===== src/design/dicp_pkg.sv =====
// Shared types and constants for the dual-channel capture period meter.
package dicp_pkg;

  localparam int unsigned TimerW  = 16;
  localparam int unsigned PeriodW = 2 * TimerW;
  localparam int unsigned CfgIdxW = 4;

  // Configuration register indexes.
  typedef enum logic [CfgIdxW-1:0] {
    CFG_CHAN1_ENABLE = 4'd0,
    CFG_CHAN2_ENABLE = 4'd1
  } cfg_idx_e;

  typedef struct packed {
    logic              overflow_tick;
    logic              cap1_seen;
    logic [TimerW-1:0] cap1_count;
    logic              cap2_seen;
    logic [TimerW-1:0] cap2_count;
  } in_beat_t;

  typedef struct packed {
    logic [PeriodW-1:0] period1;
    logic [PeriodW-1:0] period2;
    logic               period1_valid;
    logic               period2_valid;
  } out_beat_t;

  // Control handed from the top level to one channel slice.
  typedef struct packed {
    logic step;
    logic en;
    logic tick;
    logic cap;
  } chan_ctrl_t;

  // Result of one channel slice after the update of the current beat.
  typedef struct packed {
    logic [PeriodW-1:0] period;
    logic               valid;
  } chan_res_t;

endpackage


===== src/design/dicp_if.sv =====
// Valid/ready channel interfaces for event input, result output and configuration.
interface dicp_in_if;
  logic               valid;
  logic               ready;
  dicp_pkg::in_beat_t data;

  modport source (output valid, output data, input ready);
  modport sink (input valid, input data, output ready);
endinterface

interface dicp_out_if;
  logic                valid;
  logic                ready;
  dicp_pkg::out_beat_t data;

  modport source (output valid, output data, input ready);
  modport sink (input valid, input data, output ready);
endinterface

interface dicp_cfg_if;
  logic                           valid;
  logic                           ready;
  logic [dicp_pkg::CfgIdxW-1:0]   index;
  logic                           data;

  modport source (output valid, output index, output data, input ready);
  modport sink (input valid, input index, input data, output ready);
endinterface


===== src/design/dicp_chan.sv =====
// One capture channel: wrap counter, last capture, measured period and seen flag.
module dicp_chan (
  input  logic                          clk_i,
  input  logic                          rst_ni,
  input  dicp_pkg::chan_ctrl_t          ctrl_i,
  input  logic [dicp_pkg::TimerW-1:0]   count_i,
  output dicp_pkg::chan_res_t           res_o
);

  logic [dicp_pkg::TimerW-1:0]  wraps_q, wraps_d, wraps_inc;
  logic [dicp_pkg::TimerW-1:0]  last_q, last_d;
  logic [dicp_pkg::PeriodW-1:0] span_q, span_d;
  logic                         seen_q, seen_d;
  logic                         do_cap;

  always_comb begin
    wraps_inc = ctrl_i.tick ? wraps_q + 1'b1 : wraps_q;
    do_cap    = ctrl_i.en && ctrl_i.cap;
    wraps_d   = wraps_q;
    last_d    = last_q;
    span_d    = span_q;
    seen_d    = seen_q;
    if (ctrl_i.en) begin
      wraps_d = wraps_inc;
    end
    if (do_cap) begin
      // The wrap count forms the upper half of the current timestamp.
      span_d  = {wraps_inc, count_i} - {{dicp_pkg::TimerW{1'b0}}, last_q};
      wraps_d = '0;
      last_d  = count_i;
      seen_d  = 1'b1;
    end
    res_o.valid  = ctrl_i.en && seen_d;
    res_o.period = res_o.valid ? span_d : '0;
  end

  always_ff @(posedge clk_i or negedge rst_ni) begin
    if (!rst_ni) begin
      wraps_q <= '0;
      last_q  <= '0;
      span_q  <= '0;
      seen_q  <= 1'b0;
    end else if (ctrl_i.step) begin
      wraps_q <= wraps_d;
      last_q  <= last_d;
      span_q  <= span_d;
      seen_q  <= seen_d;
    end
  end

  // A disabled channel keeps its whole state across a beat.
  assert property (@(posedge clk_i) disable iff (!rst_ni)
    ctrl_i.step && !ctrl_i.en |=> $stable({wraps_q, last_q, span_q, seen_q}))
    else $error("disabled channel state changed");

  // A capture restarts the wrap count and becomes the new reference.
  assert property (@(posedge clk_i) disable iff (!rst_ni)
    ctrl_i.step && ctrl_i.en && ctrl_i.cap |=> wraps_q == '0 && last_q == $past(count_i))
    else $error("capture did not update reference");

  // Once a period has been measured it stays measured until reset.
  assert property (@(posedge clk_i) disable iff (!rst_ni)
    seen_q |=> seen_q)
    else $error("seen flag fell");

endmodule


===== src/design/dual_input_capture_period_core.sv =====
// Top level of the dual-channel input-capture period meter.
//
// The block watches one shared free-running 16-bit timer. Each beat on the
// event input channel describes one timer event: whether the timer wrapped,
// and for each of the two channels whether a capture happened and the count
// it latched. Every accepted event beat yields exactly one result beat that
// carries both channels' latest periods and their valid flags, after this
// event's update. Wraps are applied before captures within one event.
//
// The configuration channel writes the two channel enables; it is always
// ready and is meant to be used only while no event is in flight.
//
// The event is held in an input register, and the channel update then lands
// in the result register. While the receiver takes results, one event is
// accepted every cycle; each channel slice holds a single add and subtract
// between those registers. When the receiver stalls, the result register
// holds its beat and the input register fills; input ready then drops until
// the result is taken.
// Reset clears the enables, all channel state and both pipeline valid flags.
module dual_input_capture_period_core (
  input  logic          clk_i,
  input  logic          rst_ni,
  dicp_in_if.sink       in_ch,
  dicp_out_if.source    out_ch,
  dicp_cfg_if.sink      cfg_ch
);

  logic chan1_en_q, chan2_en_q;

  // Input stage.
  logic               s1_valid_q;
  dicp_pkg::in_beat_t s1_beat_q;
  logic               s1_go;

  // Result stage.
  logic                out_valid_q;
  dicp_pkg::out_beat_t out_beat_q;

  dicp_pkg::chan_ctrl_t ctrl1, ctrl2;
  dicp_pkg::chan_res_t  res1, res2;

  // Configuration writes are always taken; unknown indexes are dropped.
  assign cfg_ch.ready = 1'b1;

  always_ff @(posedge clk_i or negedge rst_ni) begin
    if (!rst_ni) begin
      chan1_en_q <= 1'b0;
      chan2_en_q <= 1'b0;
    end else if (cfg_ch.valid) begin
      if (cfg_ch.index == dicp_pkg::CFG_CHAN1_ENABLE) begin
        chan1_en_q <= cfg_ch.data;
      end
      if (cfg_ch.index == dicp_pkg::CFG_CHAN2_ENABLE) begin
        chan2_en_q <= cfg_ch.data;
      end
    end
  end

  // The input stage moves on whenever the result register is free or drains.
  assign s1_go       = s1_valid_q && (!out_valid_q || out_ch.ready);
  assign in_ch.ready = !s1_valid_q || s1_go;

  always_ff @(posedge clk_i or negedge rst_ni) begin
    if (!rst_ni) begin
      s1_valid_q <= 1'b0;
    end else if (in_ch.ready) begin
      s1_valid_q <= in_ch.valid;
    end
  end

  always_ff @(posedge clk_i) begin
    if (in_ch.ready && in_ch.valid) begin
      s1_beat_q <= in_ch.data;
    end
  end

  always_comb begin
    ctrl1.step = s1_go;
    ctrl1.en   = chan1_en_q;
    ctrl1.tick = s1_beat_q.overflow_tick;
    ctrl1.cap  = s1_beat_q.cap1_seen;
    ctrl2.step = s1_go;
    ctrl2.en   = chan2_en_q;
    ctrl2.tick = s1_beat_q.overflow_tick;
    ctrl2.cap  = s1_beat_q.cap2_seen;
  end

  dicp_chan u_chan1 (
    .clk_i   (clk_i),
    .rst_ni  (rst_ni),
    .ctrl_i  (ctrl1),
    .count_i (s1_beat_q.cap1_count),
    .res_o   (res1)
  );

  dicp_chan u_chan2 (
    .clk_i   (clk_i),
    .rst_ni  (rst_ni),
    .ctrl_i  (ctrl2),
    .count_i (s1_beat_q.cap2_count),
    .res_o   (res2)
  );

  always_ff @(posedge clk_i or negedge rst_ni) begin
    if (!rst_ni) begin
      out_valid_q <= 1'b0;
    end else if (!out_valid_q || out_ch.ready) begin
      out_valid_q <= s1_valid_q;
    end
  end

  always_ff @(posedge clk_i) begin
    if (s1_go) begin
      out_beat_q.period1       <= res1.period;
      out_beat_q.period2       <= res2.period;
      out_beat_q.period1_valid <= res1.valid;
      out_beat_q.period2_valid <= res2.valid;
    end
  end

  assign out_ch.valid = out_valid_q;
  assign out_ch.data  = out_beat_q;

  // A waiting input beat is not lost while the result register is stalled.
  assert property (@(posedge clk_i) disable iff (!rst_ni)
    s1_valid_q && !s1_go |=> s1_valid_q)
    else $error("input stage dropped a beat");

  // Every advance of the input stage loads a result beat.
  assert property (@(posedge clk_i) disable iff (!rst_ni)
    s1_go |=> out_valid_q)
    else $error("advanced beat missing from result register");

  // A result reporting an invalid channel carries a zero period.
  assert property (@(posedge clk_i) disable iff (!rst_ni)
    out_valid_q && !out_beat_q.period1_valid |-> out_beat_q.period1 == '0)
    else $error("invalid channel one period is nonzero");

endmodule

===== src/flat_wrapper.sv =====
// flat-port wrapper written by rule: the top's interface ports become plain ports
module dual_input_capture_period_core_flat 
  (clk_i, rst_ni, in_ch_valid, in_ch_data, in_ch_ready, out_ch_valid, out_ch_data, out_ch_ready, cfg_ch_valid, cfg_ch_index, cfg_ch_data, cfg_ch_ready);
  dicp_in_if in_ch_i ();
  dicp_out_if out_ch_i ();
  dicp_cfg_if cfg_ch_i ();
  input  logic clk_i;
  input  logic rst_ni;
  input wire logic [$bits(in_ch_i.valid)-1:0] in_ch_valid;
  input wire logic [$bits(in_ch_i.data)-1:0] in_ch_data;
  output wire logic [$bits(in_ch_i.ready)-1:0] in_ch_ready;
  output wire logic [$bits(out_ch_i.valid)-1:0] out_ch_valid;
  output wire logic [$bits(out_ch_i.data)-1:0] out_ch_data;
  input wire logic [$bits(out_ch_i.ready)-1:0] out_ch_ready;
  input wire logic [$bits(cfg_ch_i.valid)-1:0] cfg_ch_valid;
  input wire logic [$bits(cfg_ch_i.index)-1:0] cfg_ch_index;
  input wire logic [$bits(cfg_ch_i.data)-1:0] cfg_ch_data;
  output wire logic [$bits(cfg_ch_i.ready)-1:0] cfg_ch_ready;
  assign in_ch_i.valid = in_ch_valid;
  assign in_ch_i.data = in_ch_data;
  assign in_ch_ready = in_ch_i.ready;
  assign out_ch_valid = out_ch_i.valid;
  assign out_ch_data = out_ch_i.data;
  assign out_ch_i.ready = out_ch_ready;
  assign cfg_ch_i.valid = cfg_ch_valid;
  assign cfg_ch_i.index = cfg_ch_index;
  assign cfg_ch_i.data = cfg_ch_data;
  assign cfg_ch_ready = cfg_ch_i.ready;
  dual_input_capture_period_core u_core (.clk_i(clk_i), .rst_ni(rst_ni), .in_ch(in_ch_i), .out_ch(out_ch_i), .cfg_ch(cfg_ch_i));
endmodule

===== config.mk =====
export PLATFORM = sky130hd
export DESIGN_NAME = dual_input_capture_period_core_flat
export DESIGN_NICKNAME = d
export VERILOG_FILES = /design/src/design/dicp_pkg.sv /design/src/design/dicp_if.sv /design/src/design/dicp_chan.sv /design/src/design/dual_input_capture_period_core.sv /design/src/flat_wrapper.sv
export SDC_FILE = /design/constraint.sdc
export NUM_CORES = 1
export LEC_CHECK = 0
export BUFFER_PORTS_ARGS = -buffer_cell sky130_fd_sc_hd__buf_2
export CAP_MARGIN = 20
export CORE_MARGIN = 2
export CORE_UTILIZATION = 48
export DETAILED_ROUTE_END_ITERATION = 6
export GPL_TIMING_DRIVEN = 0
export PLACE_DENSITY = 0.65
export SLEW_MARGIN = 20
export SYNTH_ARGS = -nofsm -noshare
export SYNTH_HDL_FRONTEND = slang
export SYNTH_SLANG_ARGS = --single-unit
export TNS_END_PERCENT = 100

===== constraint.sdc =====
create_clock -name clk_i -period 5.54 [get_ports clk_i]
set_clock_uncertainty 0.2 [all_clocks]
set_input_delay 0.277 -clock clk_i [delete_from_list [all_inputs] [get_ports clk_i]]
set_output_delay 0.277 -clock clk_i [all_outputs]
set_load 0.01 [all_outputs]

==> run_results.csv <==
group,metric,value,unit
floorplan,initial_utilization,48.9,%
global_route,grt_max_degree,84,
synthesis,synth_edf_count,101,
clock_tree,clockRootBuffer,"clkbuf_16",
synthesis,synth_xor_area_share,5.76,%
placed_design,placed_cells,1611,
clock_tree,cts_inserted_buffers,26,
cells_and_area,seq_area,6390,um^2
worst_hold_path,hold_path_class,"in -> async",
synthesis,synth_area_leaders,"dfrtp_1 (27%), edfxtp_1 (25%), mux2_2 (5.6%)",
synthesis,synth.most_common_cell,"nand2_1",
timing,final_max_slew_viol_count,0,
worst_setup_path,critPathCaptureType,"register",
synthesis,ys.flop_type,"dfrtp_1",
cells_and_area,fin_cells,1702,
cells_and_area,multiInputGateArea,5460,um^2
synthesis,yosys_warnings,0,
clock_tree,post_cts_buffers,0,
floorplan,die_y,164,um
routing,routed_wl,28.5,mm
worst_setup_path,worstRegToRegCells,12,
worst_setup_path,required,5.58,ns
cells_and_area,nFillCells,2180,
routing,post_drt_via_cell_ratio,5.51,
clock_tree,clk_pin_slew,0.06,ns
placed_design,place_congestion,0.895,
placed_design,placed_cell_area,13400,um^2
routing,num_vias,9384,
timing,timing.fmax,259,MHz
timing,rsz0062_at_grt,"no",
synthesis,syn_area,12300,um^2
worst_setup_path,worstSetupPathType,"reg -> reg",
worst_setup_path,worstPathArrival,3.89,ns
synthesis,synth_simple_gate_area_share,13.9,%
synthesis,synth_top_area_share,27.2,%
clock_tree,clk_latency,0.52,ns
synthesis,muxShareOfSynthArea,5.99,%
global_route,track_usage,21.0,%
timing,slew_headroom,44.0,%
cells_and_area,diodes,0,
placed_design,port_buffers,112,
global_route,grt_pass1_wl,45.2,mm
placed_design,dpl.hpwl,20.1,mm
synthesis,netlist.top_cell.by_area,"dfrtp_1",
synthesis,synth_compound_area_share,14.9,%
placed_design,post-place-ws,1.74,ns
synthesis,yosys.cell_types.count,62,
flow_run,maxCapViolCount,0,
synthesis,yosys.area_share.adder,3.78,%
routing,dr.pass1.iters,5,
synthesis,synthesis.nets,1247,
timing,hold_viol,0,
clock_tree,ctsHtreeMaxLevel,1,
cells_and_area,synthToLayoutAreaGrowth,18.8,%
global_route,grt_pass1_vias,8724,
clock_tree,cts_tree,"yes",
power_and_ir_drop,peakVddDrop,0.264,mV
cells_and_area,finalInstanceArea,14600,um^2
timing,post-route-min-period,3.85,ns
timing,final.setup.tns,0,ns
global_route,antenna_found_initial,0,
timing,setup-violations-final,0,
synthesis,ys_top_cells_by_count,"nand2_1 (135), dfrtp_1 (134), o21ai_0 (102)",
routing,post_drt_wl_per_cell,16.8,um
clock_tree,clockBufferDepth,3,
floorplan,die_area,26900,um^2
worst_setup_path,start_kind,"register",
power_and_ir_drop,p_per_area,458,nW/um^2
global_route,grt_overflow_total,0,
cells_and_area,drive_above_1_share,16.6,%
routing,drt.antenna.violating_nets,0,
synthesis,synthArstFlopShare,57.0,%
cells_and_area,nNetsFinal,1433,
routing,drc,0,
power_and_ir_drop,power.leakage,0.00611,uW
timing,post-route-period-util,69.6,%
synthesis,synth_cells,1166,
synthesis,syn_avg_cell_area,10.6,um^2
worst_setup_path,worstPathMaxFanout,6,
floorplan,ios,114,
routing,drt_iter0_drc,667,
floorplan,die_w,164,um
power_and_ir_drop,total_power,6700,uW
clock_tree,cts.sinks,235,
clock_tree,cts_resized,0,
timing,worst_slew_pin_slew,0.833,ns
floorplan,fp.coreArea,25200,um^2
timing,setup_ws,1.69,ns
synthesis,ys_seq_area_share,51.9,%
synthesis,synth_top_family_by_area,"compound AO/OA/AOI/OAI gates",
floorplan,rows,58,
synthesis,ys_ff_latch,235,
outcome,status,"finished, final reports clean",
## critical path: stages, from the launching register on
cell and delay [ns]:
edfxtp_1 0.37, inv_1 0.08, ha_1 0.17, inv_1 0.06
fa_1 0.42, a211oi_1 0.23, o21bai_1 0.14, o31a_1 0.30
o41ai_4 0.40, o2111ai_1 0.40, nor4_1 0.43, xnor2_1 0.22
o21ai_0 0.16
## what timing repair did
| action | 4_1_cts | 5_1_grt |
|---|---|---|
| endpoints found under the hold margin | 173 | 0 |
| setup endpoints to repair | 0 | 0 |
| hold buffers | 43 | 0 |
## layer usage
layer	GRT usage [%]	vias to the layer above	part of all wire (%)
met1	30.4	4519	47
met3	2.95	38	5.1
met2	33.4	231	46
met5	0	-	0
li1	-	4596	-
met4	5.02	0	1.8
## metrics by stage
stage,utilization (%),hold slack (ns)
2_1_floorplan,-,-0.219
3_3_place_gp,52.8,0.253
3_5_place_dp,53.1,0.0279
4_1_cts,58.1,0.0580
5_1_grt,58.1,0.0792
6_report,58.1,0.0592
## sequential cells by signal, indices dropped and copies added, names as in the netlist
| register | cells |
|---|---|
| u_core.u_chan2.wraps_q | 16 |
| u_core.chan1_en_q | 1 |
| u_core.chan2_en_q | 1 |
| u_core.out_ch.valid | 1 |
| u_core.s1_beat_q | 32 |
| u_core.out_ch.data | 66 |
| u_core.s1_valid_q | 1 |
| u_core.ctrl2 | 1 |
| u_core.u_chan2.span_q | 32 |
| u_core.u_chan2.last_q | 16 |
| u_core.ctrl1 | 2 |
| u_core.u_chan1.span_q | 32 |
| u_core.u_chan1.seen_q | 1 |
| u_core.u_chan1.wraps_q | 16 |
| u_core.u_chan1.last_q | 16 |
| u_core.u_chan2.seen_q | 1 |
## report_power, final
| part | internal [uW] | switching (uW) |
|---|---|---|
| sequential | 2330 | 209 |
| clock | 981 | 677 |
| combinational | 1050 | 1450 |
| total | 4360 | 2330 |
## placed cells by master, fill, tap and decap left out, types with 37 or more instances in the layout
cell type and count:
dfrtp_1 134, edfxtp_1 101, dlygate4sd3_1 43, nand2_1 135, buf_2 118, nor3_1 40, o21ai_0 102, xnor2_1 55
nor2_1 37, inv_1 49, a21oi_1 49, a22o_1 47, clkbuf_1 68, mux2_2 61
## cell type report
class                           instances  area share [%]
Sequential cell                       235            43.7
Multi-Input combinational cell        811            37.4
Timing Repair Buffer                  158            7.41
Clock buffer                           36            4.85
Tap cell                              330            2.82
Buffer                                 71            1.93
Inverter                               49            1.26
Clock inverter                         12           0.702
## cells by family (layout without fill, tap and decap cells)
kind of cell | Yosys count | count (layout)
AO/OA/AOI/OAI | 283 | 283
XOR/XNOR | 81 | 81
adder cells (fa/ha/maj) | 36 | 36
buffers and inverters | 120 | 326
flip-flops | 235 | 235
multiplexers | 66 | 66
other | 1 | 1
AND/OR/NAND/NOR | 344 | 344
## worst paths after layout
| path | start | endpoint | slack (ns) |
|---|---|---|---|
| min in group clk_i | in_ch_data[16] | u_core.ctrl2[0] | 0.26 |
| hold / removal | rst_ni | u_core.u_chan2.span_q[28] | 0.06 |
| setup / recovery | u_core.s1_beat_q[17] | u_core.out_ch.data[60] | 1.69 |
| setup reg to reg | u_core.s1_beat_q[17] | u_core.out_ch.data[60] | 1.69 |
| max in group asynchronous | rst_ni | u_core.u_chan1.last_q[5] | 4.28 |
| hold reg to reg | u_core.u_chan2.span_q[1] | u_core.u_chan2.span_q[1] | 0.28 |
Power figures use the tool's default switching activity.
